<file path="src/rtl/core/dsd_pkg.sv">
package dsd_pkg;

  // Number of display positions driven per number
  localparam int unsigned NumDigits = 8;

  localparam int unsigned ValueW = 32;
  localparam int unsigned AddrW  = 4;
  localparam int unsigned SegW   = 7;
  localparam int unsigned SegsW  = NumDigits * SegW;

  // floor(n * RecipTen / 2^RecipShift) == n / 10 for every 32-bit n
  localparam logic [ValueW-1:0] RecipTen   = 32'hCCCC_CCCD;
  localparam int unsigned       RecipShift = 35;
  localparam int unsigned       ProdW      = 2 * ValueW;

  typedef logic [SegW-1:0]  seg_t;
  typedef logic [SegsW-1:0] segs_t;

  // Word handed from one cell to the next
  typedef struct packed {
    logic [ValueW-1:0] rest;
    segs_t             segs;
  } cell_data_t;

  // No-decode pattern, a in bit 6 down to g in bit 0, decimal point off
  function automatic seg_t seg_of_digit(input logic [3:0] digit);
    seg_t seg;
    case (digit)
      4'd0: seg = 7'h7E;
      4'd1: seg = 7'h30;
      4'd2: seg = 7'h6D;
      4'd3: seg = 7'h79;
      4'd4: seg = 7'h33;
      4'd5: seg = 7'h5B;
      4'd6: seg = 7'h5F;
      4'd7: seg = 7'h70;
      4'd8: seg = 7'h7F;
      4'd9: seg = 7'h7B;
      default: seg = 7'h00;
    endcase
    return seg;
  endfunction

endpackage

</file>
<file path="src/rtl/core/dsd_serializer.sv">
module dsd_serializer (
  input  logic                       clk_i,
  input  logic                       rst_ni,
  input  logic                       in_valid_i,
  input  dsd_pkg::segs_t             in_segs_i,
  output logic                       in_ready_o,
  output logic                       out_valid_o,
  input  logic                       out_ready_i,
  output logic [dsd_pkg::AddrW-1:0]  out_addr_o,
  output dsd_pkg::seg_t              out_segs_o,
  output logic                       out_last_o
);

  logic                       busy_q, busy_d;
  logic [dsd_pkg::AddrW-1:0]  pos_q, pos_d;
  dsd_pkg::segs_t             segs_q, segs_d;
  logic                       take;
  logic                       last;

  assign last       = (pos_q == dsd_pkg::AddrW'(dsd_pkg::NumDigits));
  assign take       = busy_q && out_ready_i;
  assign in_ready_o = !busy_q || (take && last);

  always_comb begin
    busy_d = busy_q;
    pos_d  = pos_q;
    segs_d = segs_q;
    if (in_valid_i && in_ready_o) begin
      // Load the next number's positions
      busy_d = 1'b1;
      pos_d  = dsd_pkg::AddrW'(1);
      segs_d = in_segs_i;
    end else if (take) begin
      if (last) begin
        busy_d = 1'b0;
      end else begin
        pos_d  = pos_q + dsd_pkg::AddrW'(1);
        segs_d = segs_q >> dsd_pkg::SegW;
      end
    end
  end

  always_ff @(posedge clk_i or negedge rst_ni) begin
    if (!rst_ni) begin
      busy_q <= 1'b0;
      pos_q  <= dsd_pkg::AddrW'(1);
    end else begin
      busy_q <= busy_d;
      pos_q  <= pos_d;
    end
  end

  always_ff @(posedge clk_i) begin
    segs_q <= segs_d;
  end

  assign out_valid_o = busy_q;
  assign out_addr_o  = pos_q;
  assign out_segs_o  = segs_q[dsd_pkg::SegW-1:0];
  assign out_last_o  = last;

  a_pos_range: assert property (@(posedge clk_i) disable iff (!rst_ni)
    busy_q |-> (pos_q >= dsd_pkg::AddrW'(1)) &&
               (pos_q <= dsd_pkg::AddrW'(dsd_pkg::NumDigits)))
    else $error("digit position out of range");

  a_advance: assert property (@(posedge clk_i) disable iff (!rst_ni)
    (take && !last) |=> busy_q && (pos_q == $past(pos_q) + dsd_pkg::AddrW'(1)))
    else $error("position did not advance after a word was taken");

  a_load: assert property (@(posedge clk_i) disable iff (!rst_ni)
    (in_valid_i && in_ready_o) |=> busy_q && (pos_q == dsd_pkg::AddrW'(1)))
    else $error("new number did not start at position one");

  a_idle_ready: assert property (@(posedge clk_i) disable iff (!rst_ni)
    !busy_q |-> in_ready_o)
    else $error("idle serializer refused a number");

endmodule
</file>
<file path="config.mk">
export PLATFORM = sky130hd
export DESIGN_NAME = dsd_serializer
export DESIGN_NICKNAME = d
export VERILOG_FILES = /design/src/rtl/core/dsd_pkg.sv /design/src/rtl/core/dsd_serializer.sv
export SDC_FILE = /design/constraint.sdc
export NUM_CORES = 1
export LEC_CHECK = 0
export ABC_AREA = 0
export BUFFER_PORTS_ARGS = -buffer_cell sky130_fd_sc_hd__buf_2
export CORE_MARGIN = 1.5
export CORE_UTILIZATION = 35
export CTS_CLUSTER_DIAMETER = 60
export CTS_CLUSTER_SIZE = 24
export DETAILED_ROUTE_END_ITERATION = 8
export GPL_TIMING_DRIVEN = 1
export PLACE_DENSITY_LB_ADDON = 0.15
export RECOVER_POWER = 50
export SLEW_MARGIN = 20
export SYNTH_ARGS = -nofsm -noshare
export SYNTH_HDL_FRONTEND = slang
export SYNTH_SLANG_ARGS = --single-unit
</file>
<file path="constraint.sdc">
create_clock -name clk_i -period 2.7 [get_ports clk_i]
set_clock_uncertainty 0.15 [all_clocks]
set_input_delay 0.27 -clock clk_i [delete_from_list [all_inputs] [get_ports clk_i]]
set_output_delay 0.27 -clock clk_i [all_outputs]
set_load 0.01 [all_outputs]
</file>
==> results.md, run 1 <==
- Status: complete, no violations
- Vias in the first global route: about 1,400
- Sequential power share: between 50% and 60%
- Top cells by area, synth: edfxtp_1, mux2_2, mux2_1, dfrtp_1, buf_4
- Commonest cells post-synth: edfxtp_1, mux2_2, mux2_1
- Final core utilization: 45.1%
- # nets final: about 300
- Tcrit/Tclk final: about 84%
- Top delay family on crit path: buffers and inverters
- Switching part of the total: about a quarter
- GR met3 Demand/Resource: 3.79%
- Hold WC Path Type: primary input to flip-flop
- Via count: around 1,500
- Critical Path RT: roughly 2.6 ns
- Total die area: approximately 8300 um2
- Synth top area share: around 62%
- Total CTS buffers: 9
- Post-synthesis mux area share: about a fifth
- Mapped Area: between 2000 and 3000 um2
- Finished Layout Cells: 337
- Synth Net Count: 221
- Ports: between 70 and 80
- Combinational Power Share: between 10% and 20%
- First-pass GRT wire length: 6.82 mm
- CTS resizes: 0
- Largest family of logic cells by synthesized area: multiplexers
- Worst vdd ir: ~0.00035 V
- M2 GR Usage: between 10% and 20%
- CP endpoint kind: flip-flop
- DRC viols: 0
- Netlist cell types: 27
- Port buffer count: 73
- Starting Density: ~37%
- Dpl hpwl: roughly 2.6 mm
- Max Slew Vio Count: 0
- Critical Path AT: roughly 2.2 ns
- Synth Area per Inst: 17.0 um2
- Placer congestion estimate: between 0.7 and 0.8
- Crit path kind: flip-flop to flip-flop
- Cell with the most instances after synthesis: edfxtp_1
- Slowest stage delay, CP: between 0.4 and 0.5 ns
- Post-Synth Simple-Gate Area: under 10%
- Grt peak-use layer: met2
- 1st-iter DRT viols: 70
- GRT Overall Usage: a little over a tenth
- Syn. warnings: 0
- Slowest CP cell: dfstp_1
- Clock buffer depth: 2
- Fmax: between 400 and 500 MHz
- CTS tree: yes
- CP Cell Sequence: inv_1 -> ha_1 -> nand4b_1 -> a21boi_0 -> buf_12 -> mux2_1
- Inserted Diodes: 0
- Final TNS setup: 0 ns
- Total power density per cell area: 820 nW/um2
- Sequential fraction of the synthesis area: approximately 67%
- Final setup fails: 0
- Sequential Area: 1810 um2
- Slew @ Worst Pin: between 0.3 and 0.4 ns
- Main flop type after synthesis: edfxtp_1
- Die height: 90.9 um
- Share of cells above drive strength 1: 45.4%
- Startpoint Class: flip-flop
- Net Sw Power: around 0.00066 W
- Area grow syn2layout: 22.9%
- Critical path fanouts, max: 58
- Int Power: around 0.0021 W
- Post-synth EDFFs: 56
- Complex-gate fraction of the synthesized area: about 3.2%
- Via/cell ratio: 4.55
- Clock Power Share: 31.1%
- CTS sink count: roughly 60
- Initial antenna violation count: 0
- Synth Area in XOR/XNOR: 0%
- CORE AREA: roughly 7400 um2
- Worst-Skew Late Latency: 0.33 ns
- GR Util met1: 14.0%
- Chip Width: ~90 um
- Pin count of the biggest net entering global routing: 59
- Multi-input gate area: about 770 um2
- Clk slew on worst S/H paths: about 0.070 ns
- RSZ-0062 raised after global routing: no
- Synth Register Bits: 61
- Leakage: 1.30 nW
- Synth area leader: edfxtp_1
- Adder-Cell Fraction of Synth Area: 0.925%
- Post-DRT Antenna Nets: 0
- Fillers: 700
- Max cap viols: 0
- Post-route minimum period: ~2.3 ns
- Core Rows: 31
- Total gr overflow: 0
- Final Hold Fails: 0
- Post-synth ARST share: approximately 8.2%
- Initial DRT Pass Iterations: 4
- Post-Route WL: approximately 4.3 mm
- Max-slew headroom: around 76%
- Drt wl/cell: between 10 and 15 um
- Clock root buffer master: clkbuf_8
- Dpl cells: 320
- Buf+Inv Stages, Crit Path: 2
- # H-tree levels: 3
- Cell count after synthesis: roughly 160
## cell usage in the layout (no fill, tap or decap), drive strengths merged
master and instances:
ha 2, buf 62, nand4b 1, clkbuf 23, a21boi 1, dlygate4sd3 1
inv 5, o21a 1, o22ai 1, and2 8, nand4 1, a31o 1
bufinv 2, a22o 1, edfxtp 56, dfstp 1, o2111ai 1, a21o 1
nand2b 1, clkinv 4, mux2 50, o21ai 1, nand2 3, or2 1
dfrtp 4, a21oi 3, a22oi 1, nand3b 1
## logic make-up after synthesis
group	after synthesis
and+or+nand+nor	16
buffers and inverters	18
AOI/OAI and AO/OA	12
muxes	50
adders and majority gates	2
DFF	61
## state kept, by name, summed over array words and instances (netlist names)
| register | count |
|---|---|
| out_valid_o | 1 |
| segs_q | 56 |
| out_addr_o | 4 |
## what timing repair did
| item | 4_1_cts | 5_1_grt |
|---|---|---|
| buffers inserted | 0 | 0 |
| hold buffers | 1 | 0 |
| hold endpoints to repair | 5 | 0 |
## layout make-up
class / instances / area share, %
Inverter: 5 / 0.565
Clock buffer: 10 / 3.84
Multi-Input combinational cell: 80 / 23.1
Sequential cell: 61 / 54.4
Tap cell: 99 / 3.73
Clock inverter: 6 / 2.33
Timing Repair Buffer: 76 / 12.0
## power groups by stage
stage	clock network [W]	logic (W)	registers, W
finish	0.000849	0.000509	0.00137
global route	0.000915	0.000560	0.00139
CTS	0.000876	0.000534	0.00137
detailed placement	0	0.000529	0.00139
global placement	0	0.000521	0.00138
floorplan	0	0.000378	0.00139
## layer usage
layer	up-vias	routed length (um)
met5	-	0
met4	0	85
met3	7	307
met2	52	1940
met1	726	1980
li1	749	-
## worst paths after layout
check / slack (ns) / start / endpoint / depth (start not counted)
min in group asynchronous: 0.17 / rst_ni / out_addr_o[3] / 2
worst min-delay path: 0.06 / in_segs_i[55] / segs_q[55] / 2
worst max-delay path: 0.43 / out_addr_o[0] / segs_q[43] / 6
worst min register to register: 0.37 / segs_q[49] / segs_q[42] / 1
max in group asynchronous: 1.96 / rst_ni / out_addr_o[0] / 2
worst max register to register: 0.43 / out_addr_o[0] / segs_q[43] / 6
## per-stage QoR
stage	power, W	hold slack [ns]	worst slack [ns]	instance area (um2)
6_report	0.00273	0.0620	0.431	3320
5_1_grt	0.00286	0.0565	0.311	3320
4_1_cts	0.00278	0.0463	0.550	3350
3_5_place_dp	0.00192	-0.0598	0.553	3140
3_3_place_gp	0.00191	-0.0591	0.593	3140
2_1_floorplan	0.00177	-0.176	0.413	2710
## worst register-to-register path, stage by stage (launching register included)
cell	delay, ns
dfstp_1	0.41
inv_1	0.10
ha_1	0.17
nand4b_1	0.11
a21boi_0	0.35
buf_12	0.33
mux2_1	0.40
(Power assumes the default switching activity.)
==> run 2: changes to the inputs <==
clock period = 2.2 ns   (was 2.7 ns; I/O delays follow)
==> results.md, run 2 (same netlist as run 1, synthesis figures left out) <==
- WHS Endpoint: segs_q[51] (was segs_q[55])
- Max Slew Vio Count: 0 (unchanged)
- Slew @ Worst Pin: 0.307 ns (was 0.362 ns)
- R2R Path Start: out_addr_o[0] (unchanged)
- Die height: 90.9 um (unchanged)
- Startpoint Class: flip-flop (unchanged)
- GRT Overall Usage: 11.2% (was 10.7%)
- # nets final: 301 (was 295)
- Fin worst setup slack: 0.0948 ns (was 0.431 ns)
- Final setup fails: 0 (unchanged)
- Sequential Area: 1810 um2 (unchanged)
- 1st-iter DRT viols: 59 (was 70)
- Inserted Diodes: 0 (unchanged)
- CTS tree: yes (unchanged)
- WL met3: 391 um (was 307 um)
- Final core utilization: 46.7% (was 45.1%)
- Clk slew on worst S/H paths: 0.06 ns (was 0.07 ns)
- Critical Path RT: 2.12 ns (was 2.62 ns)
- Vias in the first global route: 1,452 (was 1,444)
- Fmax: 475 MHz (was 441 MHz)
- Worst R2R Setup Slack: 0.09 ns (was 0.43 ns)
- Dpl cells: 322 (was 320)
- Post-DRT Antenna Nets: 0 (unchanged)
- Initial DRT Pass Iterations: 4 (unchanged)
- Worst vdd ir: 0.000381 V (was 0.000346 V)
- Via count: 1,553 (was 1,534)
- Share of cells above drive strength 1: 47.7% (was 45.4%)
- Clock buffer depth: 2 (unchanged)
- Finished Layout Cells: 342 (was 337)
- Critical path fanouts, max: 12 (was 58)
- Final TNS setup: 0 ns (unchanged)
- Leading cell type in the layout, fill and taps excluded: buf_2 (unchanged)
- Fillers: 695 (was 700)
- Total gr overflow: 0 (unchanged)
- Wl on met1: 2.04 mm (was 1.98 mm)
- Total die area: 8260 um2 (unchanged)
- Status: complete, no violations (unchanged)
- Ports: 74 (unchanged)
- Placer congestion estimate: 0.838 (was 0.707)
- Chip Width: 90.9 um (unchanged)
- Drt wl/cell: 13.3 um (was 12.8 um)
- Worst hold start: in_segs_i[51] (was in_segs_i[55])
- Final cell area excluding filler cells: 3440 um2 (was 3320 um2)
- Most flops, register: segs_q (unchanged)
- Multi-input gate area: 786 um2 (was 768 um2)
- Worst-Skew Late Latency: 0.32 ns (was 0.33 ns)
- Critical Path AT: 2.02 ns (was 2.19 ns)
- CTS resizes: 0 (unchanged)
- Dpl hpwl: 2.90 mm (was 2.65 mm)
- Final Hold Fails: 0 (unchanged)
- Hold WC Path Type: primary input to flip-flop (unchanged)
- CTS sink count: 61 (unchanged)
- Max reg flops: 56 (unchanged)
- Total power density per cell area: 985 nW/um2 (was 820 nW/um2)
- Initial antenna violation count: 0 (unchanged)
- DRC viols: 0 (unchanged)
- Highest Signal Layer: met4 (unchanged)
- Port buffer count: 73 (unchanged)
- Via/cell ratio: 4.54 (was 4.55)
- Post-Place Setup Slack: 0.0752 ns (was 0.553 ns)
- Most frequent cells in the layout: buf_2, edfxtp_1, mux2_2 (unchanged)
- Max cap viols: 0 (unchanged)
- Hold path cells: 2 (unchanged)
- WL met2: 2.05 mm (was 1.94 mm)
- DP Area: 3180 um2 (was 3140 um2)
- Terminus of the critical flop-to-flop path: segs_q[39] (was segs_q[43])
- Tcrit/Tclk final: 95.7% (was 84.0%)
- First-pass GRT wire length: 6.95 mm (was 6.82 mm)
- Max-slew headroom: 79.5% (was 75.7%)
- Total CTS buffers: 9 (unchanged)
- Core Rows: 31 (unchanged)
- Area grow syn2layout: 27.4% (was 22.9%)
- Pin count of the biggest net entering global routing: 57 (was 59)
- Post-Route WL: 4.55 mm (was 4.32 mm)
- Clock root buffer master: clkbuf_8 (unchanged)
- # H-tree levels: 3 (unchanged)
- Post-route minimum period: 2.11 ns (was 2.27 ns)
- Crit path kind: flip-flop to flip-flop (unchanged)
- Starting Density: 36.7% (unchanged)
- CORE AREA: 7370 um2 (unchanged)
- Leakage: 1.35 nW (was 1.30 nW)
- FF-to-FF path depth: 7 (was 6)
- CP endpoint kind: flip-flop (unchanged)
run 2: cell types whose count changed in the layout (fill, tap and decap cells not counted), moves of 2 or more:
cell,before,now
buf_12,2,5
and2_0,2,0
and2_1,6,8
clkbuf_1,14,12
dlygate4sd3_1,1,3
run 2: where the power goes:
part | switching (W) | leakage (nW) | internal [W]
clock network | 0.000415 | 0.106 | 0.000622
registers | 0.0000914 | 0.611 | 0.00159
logic | 0.000314 | 0.637 | 0.000358
run 2: worst max-delay path by stage:
stage	startpoint	endpoint	slack, ns
2_1_floorplan	out_addr_o[0]	segs_q[25]	0.17
3_3_place_gp	out_addr_o[1]	segs_q[48]	0.12
3_5_place_dp	out_addr_o[1]	segs_q[48]	0.08
4_1_cts	out_addr_o[1]	segs_q[48]	0.07
5_1_grt	out_addr_o[1]	segs_q[3]	-0.003
6_report	out_addr_o[0]	segs_q[39]	0.09
run 2: layout make-up:
cell class / instances / area share, %
multi-input combinational: 80 / 22.8
timing repair buffer: 82 / 14.7
clock buffer: 9 / 3.60
tap: 99 / 3.60
clock inverter: 6 / 2.29
inverter: 5 / 0.545
sequential: 61 / 52.5
run 2: routing by layer:
| layer | GRT usage [%] | up-vias |
|---|---|---|
| li1 | - | 758 |
| met1 | 13.7 | 731 |
| met2 | 15.8 | 58 |
| met3 | 5.47 | 6 |
| met4 | 6.51 | 0 |
| met5 | 0 | - |
run 2: repair_timing:
| action | CTS | global route |
|---|---|---|
| hold endpoints to repair | 7 | 0 |
| setup buffers | 0 | 1 |
| hold buffers | 3 | 0 |
| endpoints found under the setup margin | 0 | 16 |
run 2: metrics by stage:
step                power [W]  hold slack [ns]
floorplan             0.00217           -0.226
global placement      0.00236           -0.110
detailed placement    0.00238           -0.110
CTS                   0.00344          0.00275
global route          0.00359          0.00196
finish                0.00339           0.0251
run 2: critical path, cell delays in order, from the launching register on:
cell	delay, ns
dfstp_2	0.57
inv_1	0.06
ha_1	0.20
nand4b_1	0.17
a21boi_4	0.08
buf_12	0.15
clkbuf_16	0.16
mux2_1	0.31
==> run 3: changes to the inputs <==
BUFFER_PORTS_ARGS = -buffer_cell sky130_fd_sc_hd__clkbuf_2   (was -buffer_cell sky130_fd_sc_hd__buf_2)
==> results.md, run 3 (same netlist as run 1, synthesis figures left out) <==
- Status: complete, no violations (unchanged)
- CORE AREA: 7370 um2 (unchanged)
- Total power density per cell area: 1010 nW/um2 (was 985 nW/um2)
- Slowest CP cell: dfstp_2 (unchanged)
- Fmax: 475 MHz (about the same)
- Total CTS buffers: 9 (unchanged)
- Top delay family on crit path: flip-flops (unchanged)
- Total gr overflow: 0 (unchanged)
- Starting Density: 36.7% (unchanged)
- Clk slew on worst S/H paths: 0.07 ns (was 0.06 ns)
- Tcrit/Tclk final: 95.8% (was 95.7%)
- Placer congestion estimate: 0.814 (was 0.838)
- CP Cell Sequence: inv_1 -> ha_1 -> nand4b_1 -> a21boi_4 -> buf_12 -> clkbuf_16 -> mux2_1 (unchanged)
- Area grow syn2layout: 29.8% (was 27.4%)
- GRT Overall Usage: 11.5% (was 11.2%)
- Leading cell type in the layout, fill and taps excluded: clkbuf_2 (was buf_2)
- Drt wl/cell: 13.4 um (was 13.3 um)
- M2 GR Usage: 16.9% (was 15.8%)
- Via count: 1,582 (was 1,553)
- Vias in the first global route: 1,545 (was 1,452)
- First-pass GRT wire length: 7.24 mm (was 6.95 mm)
- Max Slew Vio Count: 0 (unchanged)
- Dpl hpwl: 2.92 mm (was 2.90 mm)
- Initial antenna violation count: 0 (unchanged)
- Critical Path RT: 2.13 ns (was 2.12 ns)
- # nets final: 305 (was 301)
- Critical Path AT: 2.03 ns (was 2.02 ns)
- Inserted Diodes: 0 (unchanged)
- Critical path fanouts, max: 12 (unchanged)
- CTS tree: yes (unchanged)
- Worst-Skew Late Latency: 0.33 ns (was 0.32 ns)
- Via/cell ratio: 4.56 (was 4.54)
- Post-DRT Antenna Nets: 0 (unchanged)
- Final core utilization: 47.6% (was 46.7%)
- Clock buffer depth: 2 (unchanged)
- 1st-iter DRT viols: 92 (was 59)
- CP endpoint kind: flip-flop (unchanged)
- Slew @ Worst Pin: 0.300 ns (was 0.307 ns)
- Share of cells above drive strength 1: 46.8% (was 47.7%)
- Most flops, register: segs_q (unchanged)
- Total die area: 8260 um2 (unchanged)
- Ports: 74 (unchanged)
- Buf+Inv Stages, Crit Path: 3 (unchanged)
- Port buffer count: 73 (unchanged)
- DRC viols: 0 (unchanged)
- Hold path cells: 2 (unchanged)
- CTS resizes: 0 (unchanged)
- Chip Width: 90.9 um (unchanged)
- Crit path kind: flip-flop to flip-flop (unchanged)
- GR met3 Demand/Resource: 4.29% (was 5.47%)
- CTS sink count: 61 (unchanged)
- Initial DRT Pass Iterations: 4 (unchanged)
- Grt peak-use layer: met2 (unchanged)
- Startpoint Class: flip-flop (unchanged)
- Fin worst setup slack: 0.0933 ns (was 0.0948 ns)
- Most frequent cells in the layout: clkbuf_2, edfxtp_1, mux2_2 (was buf_2, edfxtp_1, mux2_2)
- Pin count of the biggest net entering global routing: 42 (was 57)
- Final Hold Fails: 0 (unchanged)
- # H-tree levels: 3 (unchanged)
- Final setup fails: 0 (unchanged)
- Post-Route WL: 4.64 mm (was 4.55 mm)
- Slowest stage delay, CP: 0.57 ns (about the same)
- GR Util met1: 14.1% (was 13.7%)
- Clock root buffer master: clkbuf_8 (unchanged)
- Max cap viols: 0 (unchanged)
- Post-route minimum period: 2.11 ns (about the same)
- Leakage: 1.39 nW (was 1.35 nW)
- Die height: 90.9 um (unchanged)
- Hold WC Path Type: primary input to flip-flop (unchanged)
- Post-Place Setup Slack: 0.0847 ns (was 0.0752 ns)
- CP Depth: 7 (unchanged)
- Worst vdd ir: 0.000434 V (was 0.000381 V)
- FF-to-FF path depth: 7 (unchanged)
- Core Rows: 31 (unchanged)
- Max reg flops: 56 (unchanged)
- Max-slew headroom: 80.0% (was 79.5%)
## run 3: cell count changes in the layout (fill, tap and decap cells not counted)
cell,delta
bufinv_16,+1
buf_4,+1
clkinv_2,-2
clkbuf_2,+61
dlygate4sd3_1,+3
clkbuf_1,+2
buf_2,-61
## run 3: routing by layer
layer / vias up / wire length (um)
li1: 764 / -
met1: 749 / 2050
met2: 57 / 2130
met3: 12 / 328
met4: 0 / 129
met5: - / 0
## run 3: power breakdown
group          internal [W]  total, W  switching [W]
Clock              0.000748   0.00117       0.000425
Combinational      0.000367  0.000684       0.000318
Sequential          0.00159   0.00168      0.0000910
Total               0.00271   0.00354       0.000834
## run 3: path summary, 6_finish.rpt
kind / from / to / slack [ns]
hold / removal: in_segs_i[52] / segs_q[52] / 0.02
hold reg to reg: segs_q[38] / segs_q[31] / 0.38
setup reg to reg: out_addr_o[0] / segs_q[43] / 0.09
setup / recovery: out_addr_o[0] / segs_q[43] / 0.09
min in group asynchronous: rst_ni / out_valid_o / 0.13
max in group asynchronous: rst_ni / out_addr_o[0] / 1.49
## run 3: timing repair
action | 4_1_cts | 5_1_grt
setup buffers | 0 | 1
hold buffers | 6 | 0
setup endpoints to repair | 0 | 32
hold endpoints to repair | 10 | 0
## run 3: per-stage QoR
stage | TNS (ns) | std cells | hold WS (ns) | power, W | instance area [um2]
floorplan | 0 | 159 | -0.226 | 0.00217 | 2710
global route | -0.0376 | 347 | 0.0132 | 0.00372 | 3510
global placement | 0 | 323 | -0.105 | 0.00237 | 3190
finish | 0 | 347 | 0.0248 | 0.00354 | 3510
detailed placement | 0 | 323 | -0.105 | 0.00238 | 3190
CTS | 0 | 345 | 0.00741 | 0.00358 | 3480
## run 3: cell type report
class / count / area (um2)
timing repair buffer: 86 / 543
fill: 671 / 3860
sequential: 61 / 1810
clock buffer: 11 / 131
clock inverter: 5 / 98.8
tap: 99 / 124
inverter: 5 / 18.8
multi-input combinational: 80 / 786
